## src/hw/rtl/lrm_pkg.sv

```systemverilog
package lrm_pkg;

    localparam int MAX_PATTERN = 32;
    localparam int NUM_POS     = MAX_PATTERN + 1;
    localparam int PREFIX_LVLS = $clog2(NUM_POS);
    localparam int LEN_W       = 6;
    localparam int CFG_IDX_W   = 3;
    localparam int CFG_DATA_W  = 64;

    localparam logic [7:0] CHAR_NUL     = 8'h00;
    localparam logic [7:0] CHAR_NEWLINE = 8'h0A;
    localparam logic [7:0] CHAR_DOLLAR  = 8'h24;
    localparam logic [7:0] CHAR_STAR    = 8'h2A;
    localparam logic [7:0] CHAR_DOT     = 8'h2E;
    localparam logic [7:0] CHAR_CARET   = 8'h5E;

    typedef enum logic [CFG_IDX_W-1:0] {
        REG_WORD_0,
        REG_WORD_1,
        REG_WORD_2,
        REG_WORD_3,
        REG_LENGTH
    } lrm_reg_idx_t;

    // Parsed pattern as seen by the match engine
    typedef struct packed {
        logic [MAX_PATTERN-1:0][7:0] ch;
        logic [MAX_PATTERN-1:0]      star;
        logic [MAX_PATTERN-1:0]      any;
        logic [MAX_PATTERN-1:0]      item_valid;
        logic [NUM_POS-1:0]          pos_mask;
        logic [NUM_POS-1:0]          final_sel;
        logic                        start_anchor;
        logic                        end_anchor;
        logic                        busy;
    } lrm_pat_t;

endpackage

```

## src/hw/rtl/lrm_parser.sv

```systemverilog
module lrm_parser (
    input  logic                                 clk,
    input  logic                                 rst_n,
    input  logic                                 cfg_valid,
    input  logic [lrm_pkg::CFG_IDX_W-1:0]        cfg_index,
    input  logic [lrm_pkg::CFG_DATA_W-1:0]       cfg_data,
    output lrm_pkg::lrm_pat_t                    pat
);

    typedef enum logic [1:0] {
        S_IDLE,
        S_SCAN,
        S_ITEM
    } state_t;

    state_t                                      state_reg, state_next;
    logic [lrm_pkg::MAX_PATTERN-1:0][7:0]        pat_byte_reg;
    logic [lrm_pkg::LEN_W-1:0]                   len_reg;
    logic [lrm_pkg::LEN_W-1:0]                   pos_reg, pos_next;
    logic [lrm_pkg::LEN_W-1:0]                   eff_len_reg, eff_len_next;
    logic [lrm_pkg::LEN_W-1:0]                   count_reg, count_next;
    logic                                        start_reg, start_next;
    logic                                        end_reg, end_next;
    logic [lrm_pkg::MAX_PATTERN-1:0][7:0]        ch_reg;
    logic [lrm_pkg::MAX_PATTERN-1:0]             star_reg;
    logic [lrm_pkg::MAX_PATTERN-1:0]             any_reg;

    logic [lrm_pkg::LEN_W-1:0]                   limit;
    logic [lrm_pkg::LEN_W-1:0]                   pos_plus;
    logic [7:0]                                  cur_byte;
    logic [7:0]                                  nxt_byte;
    logic                                        item_we;
    logic                                        item_star;

    assign limit    = (len_reg > lrm_pkg::LEN_W'(lrm_pkg::MAX_PATTERN))
                    ? lrm_pkg::LEN_W'(lrm_pkg::MAX_PATTERN) : len_reg;
    assign pos_plus = pos_reg + 1'b1;
    assign cur_byte = pat_byte_reg[pos_reg[lrm_pkg::LEN_W-2:0]];
    assign nxt_byte = pat_byte_reg[pos_plus[lrm_pkg::LEN_W-2:0]];

    always_comb
    begin
        state_next   = state_reg;
        pos_next     = pos_reg;
        eff_len_next = eff_len_reg;
        count_next   = count_reg;
        start_next   = start_reg;
        end_next     = end_reg;
        item_we      = 1'b0;
        item_star    = 1'b0;
        if (cfg_valid)
        begin
            // any write restarts the parse from scratch
            state_next = S_SCAN;
            pos_next   = '0;
            count_next = '0;
            start_next = 1'b0;
            end_next   = 1'b0;
        end
        else
        begin
            case (state_reg)
                S_IDLE:
                begin
                end
                S_SCAN:
                begin
                    // effective length stops at limit or first NUL byte
                    if (pos_reg == limit || cur_byte == lrm_pkg::CHAR_NUL)
                    begin
                        eff_len_next = pos_reg;
                        state_next   = S_ITEM;
                        if (pos_reg != '0 && pat_byte_reg[0] == lrm_pkg::CHAR_CARET)
                        begin
                            start_next = 1'b1;
                            pos_next   = lrm_pkg::LEN_W'(1);
                        end
                        else
                        begin
                            pos_next = '0;
                        end
                    end
                    else
                    begin
                        pos_next = pos_plus;
                    end
                end
                S_ITEM:
                begin
                    if (pos_reg >= eff_len_reg)
                    begin
                        state_next = S_IDLE;
                    end
                    else if (pos_plus < eff_len_reg && nxt_byte == lrm_pkg::CHAR_STAR)
                    begin
                        item_we    = 1'b1;
                        item_star  = 1'b1;
                        count_next = count_reg + 1'b1;
                        pos_next   = pos_reg + lrm_pkg::LEN_W'(2);
                    end
                    else if (cur_byte == lrm_pkg::CHAR_DOLLAR && pos_plus == eff_len_reg)
                    begin
                        end_next = 1'b1;
                        pos_next = pos_plus;
                    end
                    else
                    begin
                        item_we    = 1'b1;
                        count_next = count_reg + 1'b1;
                        pos_next   = pos_plus;
                    end
                end
                default:
                begin
                    state_next = S_IDLE;
                end
            endcase
        end
    end

    always_ff @(posedge clk or negedge rst_n)
    begin
        if (!rst_n)
        begin
            state_reg    <= S_IDLE;
            pat_byte_reg <= '0;
            len_reg      <= '0;
            pos_reg      <= '0;
            eff_len_reg  <= '0;
            count_reg    <= '0;
            start_reg    <= 1'b0;
            end_reg      <= 1'b0;
        end
        else
        begin
            state_reg   <= state_next;
            pos_reg     <= pos_next;
            eff_len_reg <= eff_len_next;
            count_reg   <= count_next;
            start_reg   <= start_next;
            end_reg     <= end_next;
            if (cfg_valid)
            begin
                case (cfg_index)
                    lrm_pkg::REG_WORD_0: pat_byte_reg[7:0]   <= cfg_data;
                    lrm_pkg::REG_WORD_1: pat_byte_reg[15:8]  <= cfg_data;
                    lrm_pkg::REG_WORD_2: pat_byte_reg[23:16] <= cfg_data;
                    lrm_pkg::REG_WORD_3: pat_byte_reg[31:24] <= cfg_data;
                    lrm_pkg::REG_LENGTH: len_reg <= cfg_data[lrm_pkg::LEN_W-1:0];
                    default:
                    begin
                    end
                endcase
            end
        end
    end

    // item table, only entries below count are ever read
    always_ff @(posedge clk)
    begin
        if (item_we)
        begin
            ch_reg[count_reg[lrm_pkg::LEN_W-2:0]]   <= cur_byte;
            star_reg[count_reg[lrm_pkg::LEN_W-2:0]] <= item_star;
            any_reg[count_reg[lrm_pkg::LEN_W-2:0]]  <= (cur_byte == lrm_pkg::CHAR_DOT);
        end
    end

    always_comb
    begin
        pat.ch           = ch_reg;
        pat.star         = star_reg;
        pat.any          = any_reg;
        pat.start_anchor = start_reg;
        pat.end_anchor   = end_reg;
        pat.busy         = (state_reg != S_IDLE);
        for (int k = 0; k < lrm_pkg::MAX_PATTERN; k++)
        begin
            pat.item_valid[k] = (lrm_pkg::LEN_W'(k) < count_reg);
        end
        for (int j = 0; j < lrm_pkg::NUM_POS; j++)
        begin
            pat.pos_mask[j]  = (lrm_pkg::LEN_W'(j) <= count_reg);
            pat.final_sel[j] = (lrm_pkg::LEN_W'(j) == count_reg);
        end
    end

endmodule

```

## src/hw/rtl/lrm_closure.sv

```systemverilog
module lrm_closure (
    input  logic [lrm_pkg::NUM_POS-1:0]     set_in,
    input  logic [lrm_pkg::MAX_PATTERN-1:0] star_in,
    input  logic [lrm_pkg::NUM_POS-1:0]     mask_in,
    output logic [lrm_pkg::NUM_POS-1:0]     closed
);

    // c[j] = s[j] | (star[j-1] & c[j-1]), solved as a parallel prefix
    always_comb
    begin
        logic [lrm_pkg::NUM_POS-1:0] g;
        logic [lrm_pkg::NUM_POS-1:0] p;
        logic [lrm_pkg::NUM_POS-1:0] g_n;
        logic [lrm_pkg::NUM_POS-1:0] p_n;
        int                          d;
        g = set_in & mask_in;
        p = {star_in, 1'b0};
        for (int lvl = 0; lvl < lrm_pkg::PREFIX_LVLS; lvl++)
        begin
            d = 1 << lvl;
            for (int j = 0; j < lrm_pkg::NUM_POS; j++)
            begin
                if (j >= d)
                begin
                    g_n[j] = g[j] | (p[j] & g[j-d]);
                    p_n[j] = p[j] & p[j-d];
                end
                else
                begin
                    g_n[j] = g[j];
                    p_n[j] = p[j];
                end
            end
            g = g_n;
            p = p_n;
        end
        closed = g;
    end

endmodule

```

## src/hw/rtl/lrm_engine.sv

```systemverilog
module lrm_engine (
    input  logic                clk,
    input  logic                rst_n,
    input  lrm_pkg::lrm_pat_t   pat,
    input  logic                step_fire,
    input  logic [7:0]          step_byte,
    output logic                result_valid,
    output logic                result_bit
);

    logic [lrm_pkg::NUM_POS-1:0]     active_reg, active_next;
    logic                            stopped_reg, stopped_next;
    logic                            found_reg, found_next;

    logic [lrm_pkg::MAX_PATTERN-1:0] star_eff;
    logic [lrm_pkg::MAX_PATTERN-1:0] match;
    logic [lrm_pkg::MAX_PATTERN-1:0] hit;
    logic [lrm_pkg::NUM_POS-1:0]     cur;
    logic [lrm_pkg::NUM_POS-1:0]     adv;
    logic [lrm_pkg::NUM_POS-1:0]     new_active;
    logic [lrm_pkg::NUM_POS-1:0]     cur2;
    logic                            final_now;
    logic                            final_after;
    logic                            is_newline;

    assign star_eff = pat.star & pat.item_valid;

    lrm_closure u_close_cur (
        .set_in  (active_reg),
        .star_in (star_eff),
        .mask_in (pat.pos_mask),
        .closed  (cur)
    );

    always_comb
    begin
        for (int k = 0; k < lrm_pkg::MAX_PATTERN; k++)
        begin
            match[k] = pat.any[k] | (pat.ch[k] == step_byte);
        end
    end

    assign hit        = cur[lrm_pkg::MAX_PATTERN-1:0] & pat.item_valid & match;
    // starred items stay put, plain items move one position on
    assign adv        = {1'b0, hit & pat.star} | {hit & ~pat.star, 1'b0};
    assign new_active = adv | {{lrm_pkg::MAX_PATTERN{1'b0}}, ~pat.start_anchor};

    lrm_closure u_close_next (
        .set_in  (new_active),
        .star_in (star_eff),
        .mask_in (pat.pos_mask),
        .closed  (cur2)
    );

    assign final_now   = |(cur & pat.final_sel);
    assign final_after = |(cur2 & pat.final_sel);
    assign is_newline  = (step_byte == lrm_pkg::CHAR_NEWLINE);

    assign result_valid = step_fire & is_newline;
    assign result_bit   = found_reg | final_now;

    always_comb
    begin
        active_next  = active_reg;
        stopped_next = stopped_reg;
        found_next   = found_reg;
        if (step_fire)
        begin
            if (is_newline)
            begin
                active_next  = lrm_pkg::NUM_POS'(1);
                stopped_next = 1'b0;
                found_next   = 1'b0;
            end
            else if (!stopped_reg)
            begin
                if (step_byte == lrm_pkg::CHAR_NUL)
                begin
                    stopped_next = 1'b1;
                end
                else
                begin
                    active_next = new_active;
                    found_next  = found_reg | (~pat.end_anchor & (final_now | final_after));
                end
            end
        end
    end

    always_ff @(posedge clk or negedge rst_n)
    begin
        if (!rst_n)
        begin
            active_reg  <= lrm_pkg::NUM_POS'(1);
            stopped_reg <= 1'b0;
            found_reg   <= 1'b0;
        end
        else
        begin
            active_reg  <= active_next;
            stopped_reg <= stopped_next;
            found_reg   <= found_next;
        end
    end

endmodule

```

## src/hw/rtl/line_regex_matcher.sv

```systemverilog
// Channel  Direction  Handshake            Word
// -------  ---------  -------------------  -----------------------------------
// in       to block   in_valid/in_ready    text_byte: one text byte
// out      from block out_valid/out_ready  line_matched: verdict at each newline
// cfg      to block   cfg_valid/cfg_ready  cfg_index, cfg_data: register write
//
// One text byte per cycle sustained: a word sits in the input register and is
// folded into the position set in one pass (two prefix closures and a compare
// per pattern item) while the verdict goes to the output register.
// A newline waits in the input register while an earlier verdict is unread;
// other bytes keep flowing. cfg_ready is always high.
// Every register write restarts the pattern parse, one pattern byte a cycle;
// bytes are held in the input register until it ends.
// rst_n clears the pattern to empty length and the line state to line start.
module line_regex_matcher (
    input  logic                           clk,
    input  logic                           rst_n,
    input  logic                           in_valid,
    output logic                           in_ready,
    input  logic [7:0]                     text_byte,
    output logic                           out_valid,
    input  logic                           out_ready,
    output logic                           line_matched,
    input  logic                           cfg_valid,
    output logic                           cfg_ready,
    input  logic [lrm_pkg::CFG_IDX_W-1:0]  cfg_index,
    input  logic [lrm_pkg::CFG_DATA_W-1:0] cfg_data
);

    lrm_pkg::lrm_pat_t pat;

    logic       in_valid_reg;
    logic [7:0] in_byte_reg;
    logic       out_valid_reg;
    logic       out_bit_reg;
    logic       step_fire;
    logic       result_valid;
    logic       result_bit;

    lrm_parser u_parser (
        .clk       (clk),
        .rst_n     (rst_n),
        .cfg_valid (cfg_valid),
        .cfg_index (cfg_index),
        .cfg_data  (cfg_data),
        .pat       (pat)
    );

    // A held word steps when the pattern is settled and no register write
    // is offered; a newline also needs room in the output register.
    assign step_fire = in_valid_reg && !pat.busy && !cfg_valid
                    && (in_byte_reg != lrm_pkg::CHAR_NEWLINE || !out_valid_reg || out_ready);

    lrm_engine u_engine (
        .clk          (clk),
        .rst_n        (rst_n),
        .pat          (pat),
        .step_fire    (step_fire),
        .step_byte    (in_byte_reg),
        .result_valid (result_valid),
        .result_bit   (result_bit)
    );

    assign in_ready     = !in_valid_reg || step_fire;
    assign cfg_ready    = 1'b1;
    assign out_valid    = out_valid_reg;
    assign line_matched = out_bit_reg;

    always_ff @(posedge clk or negedge rst_n)
    begin
        if (!rst_n)
        begin
            in_valid_reg  <= 1'b0;
            out_valid_reg <= 1'b0;
        end
        else
        begin
            if (in_ready)
            begin
                in_valid_reg <= in_valid;
            end
            if (result_valid)
            begin
                out_valid_reg <= 1'b1;
            end
            else if (out_ready)
            begin
                out_valid_reg <= 1'b0;
            end
        end
    end

    // payload registers
    always_ff @(posedge clk)
    begin
        if (in_ready && in_valid)
        begin
            in_byte_reg <= text_byte;
        end
        if (result_valid)
        begin
            out_bit_reg <= result_bit;
        end
    end

endmodule

```

## config.mk

```make
export PLATFORM = sky130hd
export DESIGN_NAME = line_regex_matcher
export DESIGN_NICKNAME = d
export VERILOG_FILES = /design/src/hw/rtl/lrm_pkg.sv /design/src/hw/rtl/lrm_parser.sv /design/src/hw/rtl/lrm_closure.sv /design/src/hw/rtl/lrm_engine.sv /design/src/hw/rtl/line_regex_matcher.sv
export SDC_FILE = /design/constraint.sdc
export NUM_CORES = 1
export LEC_CHECK = 0
export BUFFER_PORTS_ARGS = -buffer_cell sky130_fd_sc_hd__buf_4
export CORE_ASPECT_RATIO = 0.6
export CORE_MARGIN = 1
export CORE_UTILIZATION = 28
export DETAILED_ROUTE_END_ITERATION = 7
export PLACE_DENSITY_LB_ADDON = 0.2
export RECOVER_POWER = 25
export SYNTH_ARGS = -nofsm -noshare
export SYNTH_HDL_FRONTEND = slang
export SYNTH_HIERARCHICAL = 1
export SYNTH_SLANG_ARGS = --single-unit
```

## constraint.sdc

```tcl
create_clock -name clk -period 14.1 [get_ports clk]
set_input_delay 4.23 -clock clk [delete_from_list [all_inputs] [get_ports clk]]
set_output_delay 4.23 -clock clk [all_outputs]
set_load 0.01 [all_outputs]
```

# After elaboration in Yosys (flattened, before gate mapping)
# Cells that the tools add are included.
dict set report totals {
  register_bits 650
  in_bits 80
  output_inout_bits 4
  word_cells 1037
}
dict set report op_classes {
  n_addsub 3
  n_lt_le_gt_ge 72
  eq_ne 87
  muxes 56
  n_bitwise 695
  n_reduce_logical 44
}
# op count
set ops {}
lappend ops {{bitwise AND 1 bit} 375}
lappend ops {{OR 1 bit} 305}
lappend ops {{bitwise mux 256 bit} 1}
lappend ops {{== test 8 bit} 32}
lappend ops {{bitwise AND 32 bit} 5}
lappend ops {{bitwise AND 33 bit} 4}
lappend ops {{two-way mux 33 bit} 3}
lappend ops {{== test 5 x 6 -> 1 bit, first input constant} 16}
lappend ops {{less-or-equal comparator 5 x 6 -> 1 bit, first input constant} 16}
lappend ops {{less-than comparator 5 x 6 -> 1 bit, first input constant} 16}
lappend ops {{binary-select mux 8 bit (select 5 bit)} 2}
lappend ops {{OR reduction 33 bit} 2}
lappend ops {{bitwise mux 32 bit} 2}
lappend ops {{two-way mux 6 bit} 10}
lappend ops {{== test 4 x 6 -> 1 bit, first input constant} 8}
lappend ops {{less-or-equal comparator 4 x 6 -> 1 bit, first input constant} 8}
lappend ops {{less-than comparator 4 x 6 -> 1 bit, first input constant} 8}
lappend ops {{demux 8 bit (select 5 bit)} 1}
lappend ops {{OR 32 x 33 -> 33 bit} 1}
lappend ops {{OR 33 x 1 -> 33 bit} 1}
lappend ops {{inverter 32 bit} 1}
lappend ops {{two-way mux 1 bit} 28}
lappend ops {{== test 3 x 6 -> 1 bit, first input constant} 4}
lappend ops {{== test 8 x 6 -> 1 bit, second input constant} 3}
lappend ops {{49 further kinds} 105}

# Longest topological paths before layout
dict set report logic_depth {
  ltp_word 37
  ltp_mapped 33
  ltp_nobuf 32
}

# Modules after synthesis
# The synthesis kept the hierarchy.
# module instances cells_each area_per_inst_um2 seq_area_each_um2
set by_module_without_submodules {}
lappend by_module_without_submodules {lrm_parser 1 1634 25281.7 16716.0}
lappend by_module_without_submodules {lrm_engine 1 688 5657.9 877.1}
lappend by_module_without_submodules {lrm_closure 2 116 783.3 0.0}
lappend by_module_without_submodules {line_regex_matcher 1 24 427.9 320.3}

# Worst setup path before layout
# OpenSTA, ideal clock, no wires.
dict set report synth_timing {
  path_kind {input to output}
  startpoint {input port cfg_valid}
  endpoint {output port in_ready}
  t_arrival_ps 4620
  slack_ps 5250
  stages 2
  cell_sequence {o21a_1 a41oi_2}
}
dict set report synth_between {
  elab_chain_cells 4
}
# item line_no
set synth_rtl {}
lappend synth_rtl {{start, declared} line_regex_matcher.sv:24} ;# input logic cfg_valid,
lappend synth_rtl {{zero test 1 bit} line_regex_matcher.sv:51} ;# assign step_fire = in_valid_reg && !pat.busy && !cfg_valid
lappend synth_rtl {{logical AND 1 bit} line_regex_matcher.sv:51}
lappend synth_rtl {{logical AND 1 bit} line_regex_matcher.sv:52} ;# && (in_byte_reg != lrm_pkg::CHAR_NEWLINE || !out_valid_reg || out_ready);
lappend synth_rtl {{logical OR 1 bit} line_regex_matcher.sv:64} ;# assign in_ready = !in_valid_reg || step_fire;
lappend synth_rtl {{end, declared} line_regex_matcher.sv:19} ;# output logic in_ready,
# Every way passes these cells.

# Final worst setup path
# Same ends and word-level chain as after synthesis.

==> impl_metrics.csv <==
group,metric,value,unit
drt,drt_iter0_drc,2754,
yosys,synthFlopType,"edfxtp_1",
yosys,synth_nets,2678,
cts,post_cts_resized,0,
floorplanning,die_area,119000,sq um
timing,slew_headroom,-258,%
yosys,synth_top_area_cell,"edfxtp_1",
yosys,synthArstFlopShare,49.4,%
timing,timing.hold.ws,0.495,ns
setup_path,startpoint_type,"input port",
drt,via_per_inst,5.39,
cts,root_buffer,"clkbuf_16",
timing,report.final.slew_viol_count,414,
setup_path,critPathRequiredTime,9.87,ns
timing,worst_slack,4.83,ns
floorplanning,core-area,117000,sq um
floorplanning,rows,97,
power_and_ir_drop,power.internal,0.00394,W
floorplanning,die_x,445,um
cts,cts_sinks,650,
grt,grtUsageTotal,19.9,%
status,status,"finished, violations left",
place,globalplace.congestion,0.972,
place,place_ws,4.83,ns
timing,fmax,108,MHz
finish,regArea,17900,sq um
setup_path,arrival,5.04,ns
timing,hold_violations,0,
timing,fin_tns_setup,0,ns
floorplanning,start_util,28.2,%
finish,nets,2745,
timing,rsz0062_at_grt,"no",
yosys,synth-edff-count,329,
yosys,synthDistinctLibCells,99,
finish,fill_cells,11700,
drt,routed_wl,119000,um
grt,grt_antenna_before_repair,16,
yosys,synth_area_leaders,"edfxtp_1 30%, dfrtp_1 24%, mux2_2 9.1%",
power_and_ir_drop,p_sw,0.00202,W
timing,worst_pin_slew,5.37,ns
yosys,synth_area,32900,sq um
floorplanning,fp.dieH,268,um
drt,drc,0,
cts,clkLatencyLatePin,0.67,ns
power_and_ir_drop,p_leak,14.0,nW
cts,holdBufCountCts,0,
yosys,yosysWarnings,6,
power_and_ir_drop,clkPwrFrac,31.8,%
yosys,yosysTopAreaCellShare,30.0,%
timing,fin_skew,0.0337,ns
cts,post_cts_buffers,0,
power_and_ir_drop,pwr-share-comb,24.5,%
yosys,synth_seq_cells,650,
setup_path,critPathKind,"in -> out",
cts,cts_tree,"done",
timing,setup_viol,0,
drt,drt-wirelength-per-cell,27.7,um
floorplanning,io_pins,84,
cts,clk_pin_slew,0.06,ns
yosys,ys_seq_area_share,54.4,%
place,hpwl,83600,um
yosys,synthCells,2578,
timing,fin_crit_sh,65.7,%
power_and_ir_drop,pwr-share-seq,43.6,%
grt,grt_start_max_net_pins,177,
run,drv_cap,10,
finish,final_layout_size_suffix_gt1_share,22.6,%
power_and_ir_drop,total_power,0.00595,W
power_and_ir_drop,p_per_area,159,nW/um^2
drt,ant_nets,0,
min_path,hp-class,"reg -> reg",
power_and_ir_drop,swShare,33.9,%
cts,cts_buffers,72,
setup_path,path_max_fanout,22,
cts,cts.path.max_buffers,3,
cts,ctsHtreeMaxLevel,3,
drt,via_count,23100,
grt,grt_pass1_vias,22300,
status,violations,"max-capacitance violations, max-slew violations",
finish,area_growth_syn_to_layout,13.9,%
finish,multi_input_area,14100,sq um
grt,gr-total-overflow,0,
place,io_buffers,82,
setup_path,cp-end-kind,"output port",
timing,period_minus_slack,9.27,ns
drt,dr.pass1.iters,5,
yosys,syn_area_per_cell,12.8,sq um
power_and_ir_drop,vdd_drop_max,0.105,mV
grt,grt_pass1_wl,170000,um
## power groups by stage
stage | Combinational [W] | Clock, W | Sequential [W]
4_1_cts | 0.00149 | 0.00194 | 0.00257
6_report | 0.00146 | 0.00189 | 0.00260
5_1_grt | 0.00155 | 0.00201 | 0.00262
3_3_place_gp | 0.00147 | 0 | 0.00260
2_1_floorplan | 0.000890 | 0 | 0.00248
3_5_place_dp | 0.00149 | 0 | 0.00260
## routing by layer
layer / part of all wire [%] / global-route usage (%) / routed length, um
met5: 0.010 / 0 / 12
met4: 1.4 / 3.69 / 1720
met3: 8.8 / 5.21 / 10500
met2: 37 / 25.2 / 44600
met1: 52 / 32.5 / 62100
## cells in the mapped netlist (9+ instances only)
cell	instances
nor2_1	146
a22oi_1	37
ha_1	20
a31oi_1	16
o21a_1	9
dfrtp_1	320
and2_1	38
nand3b_1	20
buf_6	10
nor2b_1	17
edfxtp_1	329
a21oi_1	46
mux4_2	38
mux2_2	267
nor4b_1	16
o22ai_1	27
nand2_1	134
or2_2	21
or3_1	9
a221oi_1	9
xnor2_1	38
buf_2	39
inv_1	43
clkbuf_1	64
nand4b_1	13
nand2b_1	20
a32oi_1	34
mux2i_1	43
xor2_1	227
o31ai_1	10
a41o_1	23
a22o_1	35
nand4_1	19
a32o_1	21
o21ai_0	36
nor3_1	27
o21ai_1	15
nor4bb_1	15
nand3_1	70
buf_4	11
nor4_1	58
and3_1	28
## kinds of logic after synthesis
group                      count (synthesis)  share of synthesized area (%)
other                                      2                         0.0228
DFF                                      650                           54.4
buffers and inverters                    182                           2.76
muxes                                    361                           13.7
adders and majority gates                 20                          0.760
and+or+nand+nor                          684                           11.4
AOI/OAI and AO/OA                        414                           9.95
xor gates and xnor gates                 265                           7.05
## critical path, stage by stage
cell and delay (ns):
buf_4 0.21, o21a_1 0.23, a41oi_2 0.19, buf_4 0.16
## final cells by class
cell class	count	share of cell area (%)
Antenna cell	7	0.0467
Clock buffer	90	5.14
Clock inverter	41	1.04
Inverter	50	0.500
Multi-Input combinational cell	1746	37.7
Sequential cell	650	47.8
Tap cell	1584	5.28
Timing Repair Buffer	125	2.49
## metrics by stage
step	utilization, %	std cells	cell area [sq um]
2_1_floorplan	-	2578	32900
3_3_place_gp	30.2	4155	35300
3_5_place_dp	30.3	4155	35300
4_1_cts	32.2	4286	37600
5_1_grt	32.1	4288	37500
6_report	32.2	4293	37500
## worst paths after layout
kind / startpoint / to / slack [ns] / cells past startpoint
min in group asynchronous: rst_n / u_parser/pat_byte_reg[240] / 5.55 / 1
worst min register to register: u_engine/active_reg[32] / u_engine/active_reg[32] / 0.49 / 2
worst min-delay path: u_engine/active_reg[32] / u_engine/active_reg[32] / 0.49 / 2
worst max register to register: u_parser/pos_reg[0] / u_parser/pat[197] / 5.76 / 10
max in group asynchronous: rst_n / u_parser/pos_reg[2] / 5.16 / 1
worst max-delay path: cfg_valid / in_ready / 4.83 / 4
## placed cells by master, fill, tap and decap left out, types with 43 or more instances in the layout
cell type,count
edfxtp_1,329
dfrtp_1,319
mux2_2,267
xor2_1,227
nor2_1,144
nand2_1,134
buf_4,107
clkbuf_16,72
nand3_1,70
nor4_1,56
a21oi_1,46
inv_1,44
mux2i_1,43
Power figures use the tool's default switching activity.
